### src/rtl/amou_pkg.sv
// Shared types and constants for the atomic memory operation unit.
// No dependencies; every other file of the block imports this package.
package amou_pkg;

	localparam int STORE_BYTES = 4096;
	localparam int ADDR_W      = 12;
	localparam int DATA_W      = 64;

	// store is split into an even and an odd bank of 16-byte rows, so any
	// access of up to 16 bytes touches one row of each bank
	localparam int ROW_BYTES = 16;
	localparam int OFS_W     = $clog2(ROW_BYTES);
	localparam int ROWSEL_W  = ADDR_W - OFS_W;
	localparam int BANK_ROWS = (STORE_BYTES + 2 * ROW_BYTES - 1) / (2 * ROW_BYTES);
	localparam int ROW_AW    = (BANK_ROWS > 1) ? $clog2(BANK_ROWS) : 1;

	// wide enough for STORE_BYTES and for the largest address plus 16
	localparam int LIM_W = ($clog2(STORE_BYTES + 1) > ADDR_W + 1) ?
		$clog2(STORE_BYTES + 1) : ADDR_W + 1;

	localparam int QDEPTH = 2;
	localparam int QPTR_W = (QDEPTH > 1) ? $clog2(QDEPTH) : 1;
	localparam int QCNT_W = $clog2(QDEPTH + 1);

	localparam logic [DATA_W-1:0] ATOMIC_COST  = 64'd400;
	localparam logic [DATA_W-1:0] BARRIER_COST = 64'd200;

	typedef enum logic [3:0] {
		K_LOAD    = 4'd0,
		K_STORE   = 4'd1,
		K_CMPXCHG = 4'd2,
		K_ADD     = 4'd3,
		K_SUB     = 4'd4,
		K_AND     = 4'd5,
		K_OR      = 4'd6,
		K_XOR     = 4'd7,
		K_BARRIER = 4'd8
	} kind_t;

	localparam logic [2:0] SZ_8   = 3'd0;
	localparam logic [2:0] SZ_16  = 3'd1;
	localparam logic [2:0] SZ_32  = 3'd2;
	localparam logic [2:0] SZ_64  = 3'd3;
	localparam logic [2:0] SZ_128 = 3'd4;

	typedef enum logic [1:0] {
		COST_NONE    = 2'd0,
		COST_ATOMIC  = 2'd1,
		COST_BARRIER = 2'd2
	} cost_t;

	typedef struct packed {
		logic [3:0]        kind;
		logic [2:0]        size_code;
		logic [ADDR_W-1:0] byte_address;
		logic [DATA_W-1:0] operand_low;
		logic [DATA_W-1:0] operand_high;
		logic [DATA_W-1:0] expected_low;
		logic [DATA_W-1:0] expected_high;
	} req_t;

	typedef struct packed {
		logic [DATA_W-1:0] old_low;
		logic [DATA_W-1:0] old_high;
		logic              swapped;
		logic [DATA_W-1:0] cost_count;
		logic              fault;
	} rsp_t;

	// classified item as it waits between front and back
	typedef struct packed {
		kind_t             op;
		logic [2:0]        size_code;
		logic [ADDR_W-1:0] addr;
		logic              fault;
		logic              mem_op;
		cost_t             cost_sel;
		logic [DATA_W-1:0] opl;
		logic [DATA_W-1:0] oph;
		logic [DATA_W-1:0] exl;
		logic [DATA_W-1:0] exh;
	} q_entry_t;

	typedef struct packed {
		logic empty;
		logic full;
	} q_status_t;

	typedef struct packed {
		logic clearing;
	} back_status_t;

endpackage

### src/rtl/amou_front.sv
// Front end: accepts requests and classifies them (fault, cost, memory use).
// Depends on amou_pkg.
module amou_front import amou_pkg::*; (
	input  logic         start,
	input  req_t         request,
	input  q_status_t    q_status,
	input  back_status_t bk_status,
	output logic         busy,
	output logic         push,
	output q_entry_t     entry
);

	logic [LIM_W-1:0] span_end;

	assign busy = bk_status.clearing | q_status.full;
	assign push = start & ~busy;

	assign span_end = LIM_W'(request.byte_address) + (LIM_W'(1) << request.size_code);

	always_comb begin
		entry           = '0;
		entry.op        = kind_t'(request.kind);
		entry.size_code = request.size_code;
		entry.addr      = request.byte_address;
		entry.opl       = request.operand_low;
		entry.oph       = request.operand_high;
		entry.exl       = request.expected_low;
		entry.exh       = request.expected_high;
		entry.cost_sel  = COST_NONE;
		priority if (request.kind == K_BARRIER) begin
			entry.cost_sel = COST_BARRIER;
		end else if (request.kind > K_BARRIER || request.size_code > SZ_128 ||
				(request.size_code == SZ_128 && request.kind != K_CMPXCHG)) begin
			entry.fault = 1'b1;
		end else if (span_end > LIM_W'(STORE_BYTES)) begin
			entry.fault = 1'b1;
		end else begin
			entry.mem_op = 1'b1;
			if (request.kind != K_LOAD && request.kind != K_STORE)
				entry.cost_sel = COST_ATOMIC;
		end
	end

endmodule

### config.mk
export PLATFORM = sky130hd
export DESIGN_NAME = amou_front
export DESIGN_NICKNAME = d
export VERILOG_FILES = /design/src/rtl/amou_pkg.sv /design/src/rtl/amou_front.sv
export SDC_FILE = /design/constraint.sdc
export NUM_CORES = 1
export LEC_CHECK = 0
export BUFFER_PORTS_ARGS = -buffer_cell sky130_fd_sc_hd__clkbuf_2
export CAP_MARGIN = 0
export CORE_AREA = 2 2 215 217
export DETAILED_ROUTE_END_ITERATION = 12
export DIE_AREA = 0 0 217 219
export GPL_ROUTABILITY_DRIVEN = 0
export PLACE_DENSITY = 0.37
export SETUP_SLACK_MARGIN = 0.2
export SLEW_MARGIN = 30
export SYNTH_ARGS = -nofsm -noshare
export SYNTH_HDL_FRONTEND = slang
export SYNTH_SLANG_ARGS = --single-unit
### constraint.sdc
create_clock -name vclk -period 2.91
set_input_delay 0.1455 -clock vclk [all_inputs]
set_output_delay 0.1455 -clock vclk [all_outputs]
set_load 0.005 [all_outputs]
======== Word level (Yosys, flattened, before mapping) ========
Index checks and enable logic that the tools add are counted.
storage, ports and cells
  flip-flop bits (word level) ............. 0
  input bits .............................. 279
  output and inout port bits .............. 281
  word-level logic and storage cells ...... 24
operators by class
  add/sub/neg operators ................... 1
  order comparisons ....................... 3
  equality and inequality tests ........... 4
  shifts and indexed selects .............. 1
  muxes and demuxes ....................... 7
  bitwise operators ....................... 3
  reduce and logical (&&, ||, !) cells .... 5
operators by type and width
  kind                                                   count
  adder 12 x 13 -> 13 bit                                1
  greater-than comparator 13 bit, second input constant  1
  left shift 1 x 3 -> 13 bit, first input constant       1
  two-way mux 3 bit                                      2
  == test 4 bit, second input constant                   1
  greater-than comparator 4 bit, second input constant   1
  two-way mux 2 bit                                      2
  != test 4 x 1 -> 1 bit, second input constant          1
  != test 4 x 2 -> 1 bit, second input constant          1
  nonzero test 4 bit                                     1
  == test 3 bit, second input constant                   1
  greater-than comparator 3 bit, second input constant   1
  two-way mux 1 bit                                      3
  logical AND 1 bit                                      2
  logical OR 1 bit                                       2
  AND 1 bit                                              1
  inverter 1 bit                                         1
  OR 1 bit                                               1

======== Depth between registers and ports, before layout ========
  depth in word-level cells ............... 6
  depth in mapped cells ................... 8
  depth with buffers taken out ............ 8

======== Worst setup path after synthesis ========
OpenSTA, ideal clock, no wires.
  kind .................................... input-to-output
  from .................................... input request[269] (netlist name)
  to ...................................... output entry[259] (netlist name)
  arrival ................................. 1.831 ns
  required time ........................... 2.765 ns
  slack ................................... 0.933 ns
  stages on the path ...................... 7
  buffers on the path ..................... 0
  path through ............................ nor3b_1 -> ha_1 -> a211oi_1 -> nor4b_1 -> nor4_1 -> o2111ai_1 -> o211a_1
RTL lines
  element          line              RTL
  start, declared  amou_front.sv:5   input req_t request,
  end, declared    amou_front.sv:10  output q_entry_t entry

==> results.md <==
- Run status: finished, final reports clean
- Yosys top cell by area: buf_4
- Die outline height: about 220 um
- Fin nets: about 410
- Worst path arrival time: ~2300 ps
- DRT iter0 DRCs: 28
- Max-slew violation count: 0
- Critical-path cell list: clkbuf_2 > nor3_1 > ha_1 > fa_1 > a211oi_2 > o21a_1 > o21bai_1 > a211o_2 > o22ai_1 > clkbuf_2
- DRT Pass-1 Iters: 4
- PortBufs: 47
- Share of layout cells above drive strength 1: 0.443
- Switching Power: between 0.07 and 0.08 mW
- Ports: 560
- Core area: 45100 um2
- HPWL Detailed: 8990 um
- Crit path from: request[269]
- Sequential fraction of design power: 0
- Hold Violations, Final: 0
- Crit path launch type: input port
- Final WL: slightly above 10000 um
- CP Max Fanout: 10
- Crit-path slowest cell: fa_1
- Initial antenna violation count: 1
- Int Pwr: 0.0548 mW
- Tcrit/Tclk final: 0.854
- Layout area overhead: -40.7%
- Clock power share: 0
- Pwr Density: a little over 80 nW/um2
- Global-route wire length before repair: roughly 12000 um
- Worst Setup End Kind: output port
- Detail-routed net length per standard cell: 14.3 um
- Post-synth top area share: 0.797
- Die Wd: about 220 um
- Largest net degree at the start of global routing: 11
- Most numerous cell in the Yosys netlist: buf_4
- Sequential share of the synthesized area: 0
- Starting Density: 0.0574
- Max-cap violations: 0
- Worst setup path end: entry[256]
- Total die area: around 48000 um2
- Via density: ~1.7
- Largest stage delay on the critical path: between 400 and 500 ps
- Setup bufs post-CTS: 0
- Final setup vio count: 0
- Vias in the first global route: roughly 1.3k
- Fillers: 5414
- Multi-input gate area: approximately 530 um2
- Worst slew pin tran: 457 ps
- Mapped Avg Cell Area: between 7 and 8 um2
- Switching Share: 0.567
- Max Clk Rate: just over 400 MHz
- Peak VDD IR: 21.1 uV
- Post-CTS Hold Buffers: 0
- Post-CTS sizing: 0
- Worst Hold Slack: around 290 ps
- Clock buffers: 0
- Post-synth top cells: buf_4 (275), nor2_1 (11), ha_1 (8), o21ai_0 (7)
- Syn Inst Count: 350
- Cell mode on critical path: clkbuf_2
- Path type of the worst min-delay path: input port to output port
- Row count: 78
- Crit path kind: input port to output port
- DRC viols: 0
- Combinational share of power: 1.000
- Ys Warns: 0
- RSZ-0062 raised after global routing: no
- P_leak: 0.428 nW
- Num sequential: 0
- Slew HR: 0.692
- GRT Util Overall: 0.0390
- Register area: 0 um2
- Number of routed nets with antenna violations: 0
- Final core utilization: 0.0341
- Synth Net Count: 638
- Crit path time final: 2490 ps
- Cell Area, Synth: approximately 2600 um2
- Vias: between 1k and 1.5k
- Post-synth cell types: 34
- CP required: 2760 ps
- GR Overflow Total: 0
- Synth area leaders: buf_4 (80%), ha_1 (3.9%), nor2_1 (1.6%)
- Setup_tns: 0 ps
## layout make-up
| cell class | count | area share |
|---|---|---|
| Tap cell | 600 | 0.489 |
| Multi-Input combinational cell | 71 | 0.347 |
| Inverter | 4 | 0.00977 |
| Antenna cell | 1 | 0.00163 |
| Timing Repair Buffer | 47 | 0.153 |
## how the worst min path moves through the flow
stage	slack (ps)	start	to	cells after the start
after floorplan	360	start	push	2
after global placement	290	request[107]	entry[107]	0
after detailed placement	290	request[107]	entry[107]	0
after CTS	290	request[107]	entry[107]	0
after global routing	290	request[165]	entry[165]	0
final	290	request[121]	entry[121]	0
## cells by family after synthesis
kind of cell / count (synthesis) / synth area share
compound gates: 23 / 0.0609
xor+xnor: 3 / 0.0101
fa+ha+maj: 9 / 0.0464
buf+inv: 279 / 0.803
simple gates: 36 / 0.0797
## critical path, delay by kind of cell
family                   cells  cell delay [ps]
adder cells (fa/ha/maj)      2              660
AND/OR/NAND/NOR              1               80
buffers and inverters        2              380
AO/OA/AOI/OAI                5             1050
## stage by stage
stage	worst slack (ps)	total power, mW	std cells	instance area (um2)
final	424	0.127	723	1540
after global placement	293	0.127	722	1510
after detailed placement	275	0.127	722	1510
after floorplan	933	0.364	350	2590
after CTS	276	0.128	722	1510
after global routing	198	0.146	722	1530
## layer usage
metal,part of all wire,wire length (um),global-route usage,vias to the layer above
li1,-,-,-,391
met1,0.20,2040,0.0227,435
met2,0.45,4610,0.0622,285
met3,0.23,2360,0.0360,124
met4,0.13,1340,0.0468,0
met5,0,0,0,-
## power by group through the flow
stage                     sequential [mW]    clock [mW]  combinational [mW]
after floorplan                         0             0               0.364
after global placement                  0             0               0.127
after detailed placement                0             0               0.127
after CTS                               0             0               0.128
after global routing                    0             0               0.146
final                                   0  0.0000000342               0.127
## placed cells by master (no fill, tap or decap), drive strengths merged, types with 2 or more instances in the layout
cell / n
nand3b: 2
o21ai: 7
nor3b: 3
a211oi: 2
nor2: 11
o21a: 2
xnor2: 2
nor3: 2
ha: 8
inv: 4
o211a: 2
and3b: 2
nor4b: 2
nor4: 2
clkbuf: 47
nand2: 4
a21oi: 3
(Power assumes the default switching activity.)
