**config.mk**
```make
export PLATFORM = sky130hd
export DESIGN_NAME = amou_queue
export DESIGN_NICKNAME = d
export VERILOG_FILES = /design/src/rtl/amou_pkg.sv /design/src/rtl/amou_queue.sv
export SDC_FILE = /design/constraint.sdc
export NUM_CORES = 1
export LEC_CHECK = 0
export ABC_CLOCK_PERIOD_IN_PS = 16700
export CORE_AREA = 2 2 222 224
export CTS_CLUSTER_SIZE = 8
export DETAILED_ROUTE_END_ITERATION = 6
export DIE_AREA = 0 0 224 226
export DONT_BUFFER_PORTS = 1
export GPL_ROUTABILITY_DRIVEN = 1
export HOLD_SLACK_MARGIN = 0.05
export SLEW_MARGIN = 20
export SYNTH_ARGS = -nofsm -noshare
export SYNTH_HDL_FRONTEND = slang
export SYNTH_SLANG_ARGS = --single-unit
```
**constraint.sdc**
```tcl
create_clock -name clk -period 16.7 [get_ports clk]
set_input_delay 3.34 -clock clk [delete_from_list [all_inputs] [get_ports clk]]
set_output_delay 3.34 -clock clk [all_outputs]
set_load 0.02 [all_outputs]
```
**src/rtl/amou_pkg.sv**
```systemverilog
// Shared types and constants for the atomic memory operation unit.
// No dependencies; every other file of the block imports this package.
package amou_pkg;

	localparam int STORE_BYTES = 4096;
	localparam int ADDR_W      = 12;
	localparam int DATA_W      = 64;

	// store is split into an even and an odd bank of 16-byte rows, so any
	// access of up to 16 bytes touches one row of each bank
	localparam int ROW_BYTES = 16;
	localparam int OFS_W     = $clog2(ROW_BYTES);
	localparam int ROWSEL_W  = ADDR_W - OFS_W;
	localparam int BANK_ROWS = (STORE_BYTES + 2 * ROW_BYTES - 1) / (2 * ROW_BYTES);
	localparam int ROW_AW    = (BANK_ROWS > 1) ? $clog2(BANK_ROWS) : 1;

	// wide enough for STORE_BYTES and for the largest address plus 16
	localparam int LIM_W = ($clog2(STORE_BYTES + 1) > ADDR_W + 1) ?
		$clog2(STORE_BYTES + 1) : ADDR_W + 1;

	localparam int QDEPTH = 2;
	localparam int QPTR_W = (QDEPTH > 1) ? $clog2(QDEPTH) : 1;
	localparam int QCNT_W = $clog2(QDEPTH + 1);

	localparam logic [DATA_W-1:0] ATOMIC_COST  = 64'd400;
	localparam logic [DATA_W-1:0] BARRIER_COST = 64'd200;

	typedef enum logic [3:0] {
		K_LOAD    = 4'd0,
		K_STORE   = 4'd1,
		K_CMPXCHG = 4'd2,
		K_ADD     = 4'd3,
		K_SUB     = 4'd4,
		K_AND     = 4'd5,
		K_OR      = 4'd6,
		K_XOR     = 4'd7,
		K_BARRIER = 4'd8
	} kind_t;

	localparam logic [2:0] SZ_8   = 3'd0;
	localparam logic [2:0] SZ_16  = 3'd1;
	localparam logic [2:0] SZ_32  = 3'd2;
	localparam logic [2:0] SZ_64  = 3'd3;
	localparam logic [2:0] SZ_128 = 3'd4;

	typedef enum logic [1:0] {
		COST_NONE    = 2'd0,
		COST_ATOMIC  = 2'd1,
		COST_BARRIER = 2'd2
	} cost_t;

	typedef struct packed {
		logic [3:0]        kind;
		logic [2:0]        size_code;
		logic [ADDR_W-1:0] byte_address;
		logic [DATA_W-1:0] operand_low;
		logic [DATA_W-1:0] operand_high;
		logic [DATA_W-1:0] expected_low;
		logic [DATA_W-1:0] expected_high;
	} req_t;

	typedef struct packed {
		logic [DATA_W-1:0] old_low;
		logic [DATA_W-1:0] old_high;
		logic              swapped;
		logic [DATA_W-1:0] cost_count;
		logic              fault;
	} rsp_t;

	// classified item as it waits between front and back
	typedef struct packed {
		kind_t             op;
		logic [2:0]        size_code;
		logic [ADDR_W-1:0] addr;
		logic              fault;
		logic              mem_op;
		cost_t             cost_sel;
		logic [DATA_W-1:0] opl;
		logic [DATA_W-1:0] oph;
		logic [DATA_W-1:0] exl;
		logic [DATA_W-1:0] exh;
	} q_entry_t;

	typedef struct packed {
		logic empty;
		logic full;
	} q_status_t;

	typedef struct packed {
		logic clearing;
	} back_status_t;

endpackage

```
**src/rtl/amou_queue.sv**
```systemverilog
// Short FIFO of classified items between front and back.
// Depends on amou_pkg.
module amou_queue import amou_pkg::*; (
	input  logic      clk,
	input  logic      arst_n,
	input  logic      push,
	input  q_entry_t  push_entry,
	input  logic      pop,
	output q_entry_t  head,
	output q_status_t status
);

	q_entry_t          slot_q [QDEPTH];
	logic [QPTR_W-1:0] wr_ptr_q, rd_ptr_q;
	logic [QCNT_W-1:0] count_q;

	assign head          = slot_q[rd_ptr_q];
	assign status.empty  = (count_q == '0);
	assign status.full   = (count_q == QCNT_W'(QDEPTH));

	always_ff @(posedge clk or negedge arst_n) begin
		if (!arst_n) begin
			wr_ptr_q <= '0;
			rd_ptr_q <= '0;
			count_q  <= '0;
		end else begin
			if (push)
				wr_ptr_q <= (wr_ptr_q == QPTR_W'(QDEPTH - 1)) ? '0 : wr_ptr_q + 1'b1;
			if (pop)
				rd_ptr_q <= (rd_ptr_q == QPTR_W'(QDEPTH - 1)) ? '0 : rd_ptr_q + 1'b1;
			if (push && !pop)
				count_q <= count_q + 1'b1;
			else if (pop && !push)
				count_q <= count_q - 1'b1;
		end
	end

	always_ff @(posedge clk) begin
		if (push)
			slot_q[wr_ptr_q] <= push_entry;
	end

endmodule

```
---- Word-level counts from Yosys, hierarchy flattened ----
Memories as Yosys holds them, arrays and structs flattened.
Cells that the tools add are included.
storage, ports and cells
  flip-flop bits (word level) ............. 4
  memories ................................ 1
  output and inout bits ................... 281
  logic and storage cells ................. 21
  memory bits (writable) .................. 558
cells by class
  add/subtract/negate cells ............... 4
  reductions and logical operators ........ 6
  equality and inequality tests ........... 1
  mux-type cells .......................... 6
memory list
  memory  words  width  read ports  clocked after memory_dff  wr ports  RTL line          text
  slot_q  2      279    1           0                         1         amou_queue.sv:13  q_entry_t slot_q [QDEPTH];
operators by type and width
  cell                                               count
  2-to-1 mux 1 bit                                   4
  2-to-1 mux 2 bit                                   2
  adder 1 bit (second input constant)                2
  adder 2 x 1 -> 2 bit (second input constant)       1
  equality test 2 bit (second input constant)        1
  logical AND 1 bit                                  2
  zero test 1 bit                                    2
  zero test 2 bit                                    1
  nonzero test 2 bit                                 1
  subtractor 2 x 1 -> 2 bit (second input constant)  1

---- Longest topological paths before layout ----
Gate-level depths: netlist of the first run.
  depth in word-level cells ............... 4
  mapped depth ............................ 5
  gate-level depth less buffers ........... 5

---- Least setup slack after synthesis of the first run ----
Ideal clock, no wire load.
  kind .................................... input to register
  start point ............................. in push
  end point ............................... mem slot_q[0][0] in the netlist's numbering, enable pin
  slack ................................... 404 ps
  stages on the path ...................... 1
  data required time ...................... 15742 ps
  path buffers ............................ 0
  setup time .............................. 958 ps
  data arrival time ....................... 15338 ps
  cells stage by stage .................... nor2b_1
between the ends
  word-level cells in the longest chain between the ends .. 2
ends and longest elaborated chain
  element                                 RTL line          text
  start, declared                         amou_queue.sv:6   input logic push,
  2-to-1 mux 1 bit                        amou_queue.sv:39  if (push)
  2-to-1 mux 1 bit (implied by the code)  amou_queue.sv:40  slot_q[wr_ptr_q] <= push_entry;
  end, declared                           amou_queue.sv:13
Every way passes these cells.

==> impl_metrics.csv, run 1 <==
group,metric,value,unit
run_status,status,"finished clean",
synthesis,netlist_instances,884,
global_routing,grt_pass1_vias,8695,
detailed_routing,wl_per_cell,27.0,um
layout,final_cell_mix,"edfxtp_1 (558), mux2_4 (200), clkbuf_16 (80), mux2_2 (79), buf_4 (12)",
critical_path,max_stage_delay,0.85,ns
detailed_routing,ant_nets,0,
timing,rsz0062_at_grt,"no",
global_routing,grtUsageTotal,16.1,%
layout,drive_above_1_share,39.6,%
synthesis,synth_top_area_cell,"edfxtp_1",
detailed_routing,drc,0,
global_routing,grt_pass1_wl,58700,um
timing,tns,0,ns
die,start_util,43.7,%
worst_hold_path,hold_path_class,"flop to flop",
detailed_routing,drt-pass1-iter-count,5,
layout,fin_nets,1232,
critical_path,worst_ep_arrival_time,4.31,ns
cts,ctsHoldBuffers,0,
detailed_routing,vias_per_cell,5.27,
layout,layout_commonest_cell,"edfxtp_1",
placement,post-place-ws,9.62,ns
synthesis,synth_seq_cells,562,
cts,clock_sinks,562,
die,floorplan.rows,81,
critical_path,end_kind,"primary output",
layout,layout.cells.non_filler,1581,
worst_hold_path,hp-start,"count_q[1]",
critical_path,start_kind,"flop",
timing,skew,0.0144,ns
placement,hpwl,29000,um
power,ir_worst_vdd,148,uV
worst_hold_path,hold_end,"count_q[1]",
die,core,0.0483,mm^2
synthesis,synth.net_count,1168,
power,power-per-cell-area,196,mW/mm^2
cts,path_clk_slew,0.05,ns
detailed_routing,wl,42600,um
placement,routabilityCongestion,0.785,
critical_path,r2r_setup_slack,13.29,ns
cts,post-cts-setup-buffers,0,
synthesis,ys_top_cells_by_area,"edfxtp_1 (79%), mux2_4 (14%), mux2_2 (4.2%)",
critical_path,cp_top_family,"buffers and inverters",
synthesis,syn-mean-instance-area,23.9,um^2
layout,n_antenna_cell,0,
critical_path,crit_type,"flop to primary output",
die,ios,564,
cts,cts_resized,0,
critical_path,r2r-start,"wr_ptr_q",
die,dieArea,0.0506,mm^2
timing,period_share,45.8,%
critical_path,cp_common_cell,"buf_4",
die,die_y,226,um
timing,fmax,131,MHz
critical_path,rr_worst_depth,3,
placement,port_buffers,0,
global_routing,grt_remaining_overflow,0,
layout,area_growth,12.7,%
critical_path,rr_endpoint,"slot_q[1][163]",
timing,drv_slew,0,
placement,dp.cells,1487,
die,dieWidth,224,um
timing,setup_violations,0,
global_routing,grt_antenna_before_repair,0,
timing,hold_viol,0,
cts,cts.path.max_buffers,3,
critical_path,path_max_fanout,53,
cts,clk-insertion-delay-late,0.58,ns
timing,period_needed,7.65,ns
critical_path,worst-endpoint-required,13.36,ns
power,p_leak,8.38,nW
timing,worst_pin_slew,1.07,ns
synthesis,ys_types,13,
critical_path,slowest_stage,"dfrtp_4",
cts,numCtsBuffers,80,
synthesis,yosysWarnings,0,
critical_path,crit_chain,"buf_4 > buf_4 > buf_4 > mux2_4",
global_routing,grt_max_degree,83,
flow_run,drv_cap,0,
cts,cts_tree,"built",
power,p_total,4.66,mW
critical_path,cp_num_buf_inv,3,
timing,worst_slack,9.05,ns
worst_hold_path,whs_path_depth,1,
cts,htree_levels,3,
detailed_routing,drt-initial-drc-count,499,
synthesis,yosysTopAreaCellShare,79.3,%
timing,relSlewSlack,28.4,%
synthesis,ys_seq_area_share,79.8,%
synthesis,synth_area,0.0211,mm^2
detailed_routing,via_count,8335,
cts,cts-root-buf,"clkbuf_16",
## layout make-up
class	count	area [um^2]
multi-input cells	290	3990
inverters	1	3.75
flip-flops and latches	562	16900
clock buffers	88	2030
well taps	622	778
fillers	3841	24500
repair buffers	13	118
clock inverters	5	51.3
## Yosys cell counts
library cell / number
edfxtp_1: 558
mux2_4: 200
mux2_2: 79
buf_6: 23
buf_2: 8
dfrtp_1: 4
xor2_1: 4
nor2_1: 2
nor2b_1: 2
and2_1: 1
ha_1: 1
inv_1: 1
xnor2_1: 1
## worst reg2reg max path, stage by stage, from the launching register on
cell	delay, ns
dfrtp_1	0.42
and2_4	0.73
buf_4	0.85
buf_4	0.95
## worst max path at each step
stage | startpoint | end | slack [ns] | cells past startpoint
global route | rd_ptr_q | head[138] | 8.82 | 4
CTS | rd_ptr_q | head[138] | 8.99 | 4
floorplan | push | slot_q[0][0] | 0.40 | 1
finish | rd_ptr_q | head[138] | 9.05 | 4
global placement | rd_ptr_q | head[144] | 9.69 | 4
detailed placement | rd_ptr_q | head[122] | 9.62 | 4
## metal layers
metal	GRT usage, %	share of wire, %	vias up
met5	0	0	-
met4	5.83	2.6	0
met3	11.8	15	85
met2	26.4	49	422
met1	15.7	33	4197
li1	-	-	3631
## logic make-up after synthesis
family / count (synthesis) / share of synthesized area, %
mux: 279 / 18.4
simple gates: 5 / 0.124
buf+inv: 32 / 1.43
xor+xnor: 5 / 0.207
fa+ha+maj: 1 / 0.0592
flops: 562 / 79.8
## state kept, by name, indices dropped and copies added (netlist names)
name	cells
rd_ptr_q	1
slot_q	558
wr_ptr_q	1
count_q	2
## power by group
part / switching, mW / leakage, nW / total (mW) / internal (mW)
clock: 0.518 / 1.02 / 1.36 / 0.844
sequential: 0.0860 / 5.28 / 1.97 / 1.88
combinational: 0.846 / 2.08 / 1.33 / 0.486
## through the flow
step,cell area [um^2],utilization [%],hold slack [ns]
2_1_floorplan,21100,-,0.455
4_1_cts,23800,49.2,0.499
3_3_place_gp,21700,44.9,0.477
6_report,23800,49.3,0.493
3_5_place_dp,21700,44.9,0.488
5_1_grt,23800,49.3,0.530
Note: power is estimated with default switching activity, not from simulation.
==> run 2: changes to the inputs <==
ABC_CLOCK_PERIOD_IN_PS = 7000   (was 16700)
clock period = 7 ns   (was 16.7 ns; I/O delays follow)
==> run 2 against run 1 <==
Setup slack worse by 6.3 ns. Routed wire length up 1.2%. Non-clock buffer count decreased by 6. Worst hold slack better by 0.0034 ns. Final cell count about the same. Highest routed layer is now met5.
==> impl_metrics.csv, run 2 (synthesized netlist as in run 1, its figures left out) <==
group,metric,value,unit
run_status,status,"finished clean",
power,ir_worst_vdd,338,uV
detailed_routing,vias_per_cell,5.30,
detailed_routing,drt-pass1-iter-count,6,
global_routing,grt_max_degree,142,
cts,cts-root-buf,"clkbuf_16",
die,dieWidth,224,um
die,ios,564,
critical_path,start_kind,"flop",
timing,period_needed,4.24,ns
power,p_total,11.2,mW
layout,regMostFlops,"slot_q",
cts,numCtsBuffers,80,
detailed_routing,via_count,8371,
critical_path,cp.depth,2,
cts,htree_levels,3,
layout,drive_above_1_share,39.4,%
placement,post-place-ws,3.35,ns
placement,hpwl,29100,um
layout,layout_commonest_cell,"edfxtp_1",
worst_hold_path,hold_path_class,"flop to flop",
layout,reg_top3,"slot_q: 558 flops, count_q: 2 flops",
flow_run,drv_cap,0,
global_routing,grt_pass1_wl,59300,um
critical_path,cp_num_buf_inv,1,
critical_path,crit_path_end,"head[263]",
global_routing,grt_antenna_before_repair,2,
critical_path,r2r-start,"wr_ptr_q",
critical_path,cp_top_family,"flip-flops",
layout,fillers,3805,
detailed_routing,ant_nets,0,
timing,fmax,236,MHz
critical_path,worst-endpoint-required,5.60,ns
critical_path,rr_endpoint,"slot_q[1][150]",
layout,final_cell_mix,"edfxtp_1 (558), mux2_4 (200), clkbuf_16 (84), mux2_2 (79), clkbuf_1 (8)",
die,core,0.0483,mm^2
detailed_routing,drc,0,
timing,worst_pin_slew,1.03,ns
cts,clock_sinks,562,
timing,rsz0062_at_grt,"no",
placement,routabilityCongestion,0.782,
detailed_routing,wl_per_cell,27.3,um
critical_path,crit_chain,"buf_12 > mux2_2",
layout,largest_register_ff_count,558,
critical_path,startpoint,"rd_ptr_q",
timing,skew,0.0195,ns
layout,post-route-util,49.5,%
layout,area_growth,13.2,%
cts,cts.path.max_buffers,3,
critical_path,path_max_fanout,110,
critical_path,end_kind,"primary output",
cts,post-cts-setup-buffers,0,
critical_path,rr_worst_depth,2,
detailed_routing,drt-initial-drc-count,498,
cts,cts_resized,0,
timing,period_share,60.6,%
critical_path,r2r_setup_slack,4.69,ns
global_routing,grt_remaining_overflow,0,
layout,fin_nets,1226,
global_routing,grtUsageTotal,16.3,%
cts,ctsHoldBuffers,0,
die,dieArea,0.0506,mm^2
timing,drv_slew,0,
cts,path_clk_slew,0.05,ns
critical_path,max_stage_delay,0.96,ns
critical_path,slowest_stage,"dfrtp_4",
timing,relSlewSlack,31.4,%
placement,port_buffers,0,
detailed_routing,wl,43100,um
timing,tns,0,ns
die,start_util,43.7,%
cts,cts_tree,"built",
global_routing,grt_pass1_vias,8594,
die,die_y,226,um
die,floorplan.rows,81,
timing,worst_slack,2.76,ns
power,p_leak,8.41,nW
timing,hold_viol,0,
critical_path,crit_type,"flop to primary output",
critical_path,worst_ep_arrival_time,2.84,ns
cts,clk-insertion-delay-late,0.58,ns
power,power-per-cell-area,470,mW/mm^2
timing,setup_violations,0,
run 2: changes by cell type in the layout (fill, tap and decap cells not counted), sizes merged:
| cell | previous run | this run |
|---|---|---|
| clkbuf | 88 | 93 |
| buf | 13 | 7 |
| diode | 0 | 2 |
| inv | 4 | 2 |
run 2: layout make-up:
| class | instances | area, um^2 | area share (%) |
|---|---|---|---|
| sequential | 562 | 16900 | 70.5 |
| multi-input combinational | 290 | 3990 | 16.7 |
| clock buffer | 93 | 2150 | 8.97 |
| tap | 622 | 778 | 3.25 |
| timing repair buffer | 7 | 115 | 0.481 |
| clock inverter | 3 | 30.0 | 0.126 |
| antenna | 2 | 5.00 | 0.0209 |
| inverter | 1 | 3.75 | 0.0157 |
run 2: through the flow:
stage               instance area (um^2)  hold WS [ns]  instances
floorplan                          21100         0.456        884
detailed placement                 21700         0.482       1482
global placement                   21700         0.474       1482
finish                             23900         0.496       1580
global route                       23900         0.463       1580
CTS                                23900         0.450       1578
run 2: layer usage:
layer | global-route usage [%] | up-vias | part of all wire (%)
li1 | - | 3611 | -
met1 | 17.1 | 4207 | 34
met2 | 26.3 | 470 | 49
met3 | 9.81 | 81 | 14
met4 | 7.33 | 2 | 3.0
met5 | 0 | - | 0.030
run 2: power by group:
part / internal, mW / switching, mW
clock: 2.11 / 1.26
combinational: 1.17 / 2.00
sequential: 4.48 / 0.224
total: 7.77 / 3.48
run 2: worst min-delay path by stage:
stage,startpoint,endpoint,slack (ns),cells past startpoint
3_5_place_dp,count_q[1],count_q[1],0.48,1
6_report,count_q[1],count_q[1],0.50,1
4_1_cts,arst_n,count_q[1],0.45,0
3_3_place_gp,count_q[1],count_q[1],0.47,1
2_1_floorplan,count_q[1],count_q[1],0.46,1
5_1_grt,arst_n,count_q[1],0.46,0
run 2: worst reg2reg max path, delay by kind of cell (launching register included):
| kind | cells | cell delay, ns |
|---|---|---|
| AND/OR/NAND/NOR | 1 | 0.67 |
| buffers and inverters | 1 | 0.80 |
| flip-flops | 1 | 0.42 |
==> run 3: changes to the inputs <==
ABC_CLOCK_PERIOD_IN_PS = 4010   (was 7000)
clock period = 4.01 ns   (was 7 ns; I/O delays follow)
==> run 3 against run 2 <==
Utilization is 0.46 points higher. Cell area is 0.94% higher. Non-clock buffer count is 19 higher. Setup slack worse by 1.9 ns. Via count is 0.26% higher. First-iteration DRC count is 10% lower. Global-route usage is 0.10 points higher. Total power is 76% higher. Largest power group unchanged.
==> impl_metrics.csv, run 3 (synthesized netlist as in run 1, its figures left out) <==
group,metric,value,unit
layout,final_area,0.0241,mm^2
timing,skew,0.0146,ns
critical_path,cp_num_buf_inv,1,
detailed_routing,via_count,8393,
critical_path,worst-endpoint-required,3.21,ns
cts,cts.path.max_buffers,3,
cts,path_clk_slew,0.05,ns
layout,largest_register_ff_count,558,
flow_run,drv_cap,0,
critical_path,crit_type,"flop to primary output",
die,ios,564,
layout,area_growth,14.3,%
placement,dp.cells,1500,
cts,cts_resized,0,
cts,numCtsBuffers,80,
detailed_routing,drt-pass1-iter-count,5,
timing,period_share,79.6,%
critical_path,worst_ep_arrival_time,2.39,ns
run_status,status,"finished clean",
layout,regMostFlops,"slot_q",
cts,clock_sinks,562,
die,dieArea,0.0506,mm^2
die,start_util,43.7,%
critical_path,r2r_setup_slack,2.07,ns
detailed_routing,ant_nets,0,
power,power-per-cell-area,820,mW/mm^2
placement,port_buffers,0,
layout,layout_commonest_cell,"edfxtp_1",
cts,post-cts-setup-buffers,0,
layout,n_antenna_cell,0,
die,core,0.0483,mm^2
layout,post-route-util,49.9,%
critical_path,startpoint,"rd_ptr_q",
timing,tns,0,ns
worst_hold_path,hp-start,"pop",
global_routing,grt_remaining_overflow,0,
cts,cts_tree,"built",
layout,drive_above_1_share,40.1,%
timing,rsz0062_at_grt,"no",
timing,relSlewSlack,46.1,%
detailed_routing,vias_per_cell,5.23,
critical_path,end_kind,"primary output",
timing,fmax,313,MHz
critical_path,start_kind,"flop",
layout,layout.cells.non_filler,1605,
cts,cts-root-buf,"clkbuf_16",
critical_path,slowest_stage,"dfrtp_4",
placement,routabilityCongestion,0.759,
critical_path,max_stage_delay,0.82,ns
worst_hold_path,hold_path_class,"input port to flop",
power,ir_worst_vdd,533,uV
timing,setup_violations,0,
cts,htree_levels,3,
timing,worst_pin_slew,0.808,ns
critical_path,cp_top_family,"flip-flops",
global_routing,grt_pass1_wl,59200,um
die,die_y,226,um
detailed_routing,drt-initial-drc-count,448,
die,floorplan.rows,81,
power,p_leak,8.52,nW
critical_path,r2r-start,"wr_ptr_q",
placement,placed_area,0.0220,mm^2
layout,fin_nets,1245,
critical_path,path_max_fanout,60,
global_routing,grtUsageTotal,16.4,%
placement,hpwl,30300,um
layout,final_cell_mix,"edfxtp_1 (558), mux2_4 (200), clkbuf_16 (83), mux2_2 (79), clkbuf_1 (16)",
detailed_routing,drc,0,
critical_path,crit_chain,"buf_12 > mux2_2",
die,dieWidth,224,um
detailed_routing,wl,43800,um
global_routing,grt_max_degree,122,
cts,clk-insertion-delay-late,0.59,ns
timing,period_needed,3.19,ns
detailed_routing,wl_per_cell,27.3,um
global_routing,grt_pass1_vias,8719,
global_routing,grt_antenna_before_repair,1,
timing,hold_viol,0,
timing,drv_slew,0,
layout,reg_top3,"slot_q: 558 flops, count_q: 2 flops",
==> run 3: changes by cell type in the layout (fill, tap and decap cells not counted), sizes merged <==
| cell | delta |
|---|---|
| buf | +18 |
| clkbuf | +6 |
| diode | -2 |
| dlygate4sd3 | +1 |
| inv | +2 |
==> run 3: path summary, 6_finish.rpt <==
kind,end,cells after the start
max,head[42],2
min,rd_ptr_q,1
max reg2reg,slot_q[1][95],2
min reg2reg,count_q[1],1
max in group asynchronous,rd_ptr_q,1
min in group asynchronous,count_q[0],1
==> run 3: area by class of cell <==
cell class                      count  area, um^2
Tap cell                          622         778
Multi-Input combinational cell    290        3990
Inverter                            1        3.75
Clock buffer                       99        2140
Clock inverter                      5        35.0
Sequential cell                   562       16900
Timing Repair Buffer               26         348
Fill cell                        3754       24200
==> run 3: metal layers <==
layer  GRT usage [%]  vias up  wire [um]
met5               0        -         13
met4            6.04        2        923
met3            11.0       65       6240
met2            27.7      441      22100
met1            16.0     4223      14500
li1                -     3662          -
==> run 3: through the flow <==
stage / setup slack (ns) / power [mW] / hold WS (ns)
CTS: 0.751 / 20.1 / 0.251
global placement: 1.42 / 14.1 / 0.477
detailed placement: 1.40 / 14.1 / 0.500
global route: 0.718 / 20.5 / 0.262
finish: 0.817 / 19.8 / 0.288
floorplan: -1.40 / 13.2 / 0.456
==> run 3: timing repair <==
action | in CTS | in global routing
hold buffers | 1 | 0
endpoints found under the setup margin | 0 | 0
hold endpoints to repair | 4 | 0
==> run 3: report_power, final <==
part	internal, mW	total [mW]	leakage [nW]	switching, mW
clock network	3.66	5.88	1.06	2.22
logic	2.15	5.77	2.18	3.63
registers	7.81	8.16	5.28	0.349
total	13.6	19.8	8.52	6.19
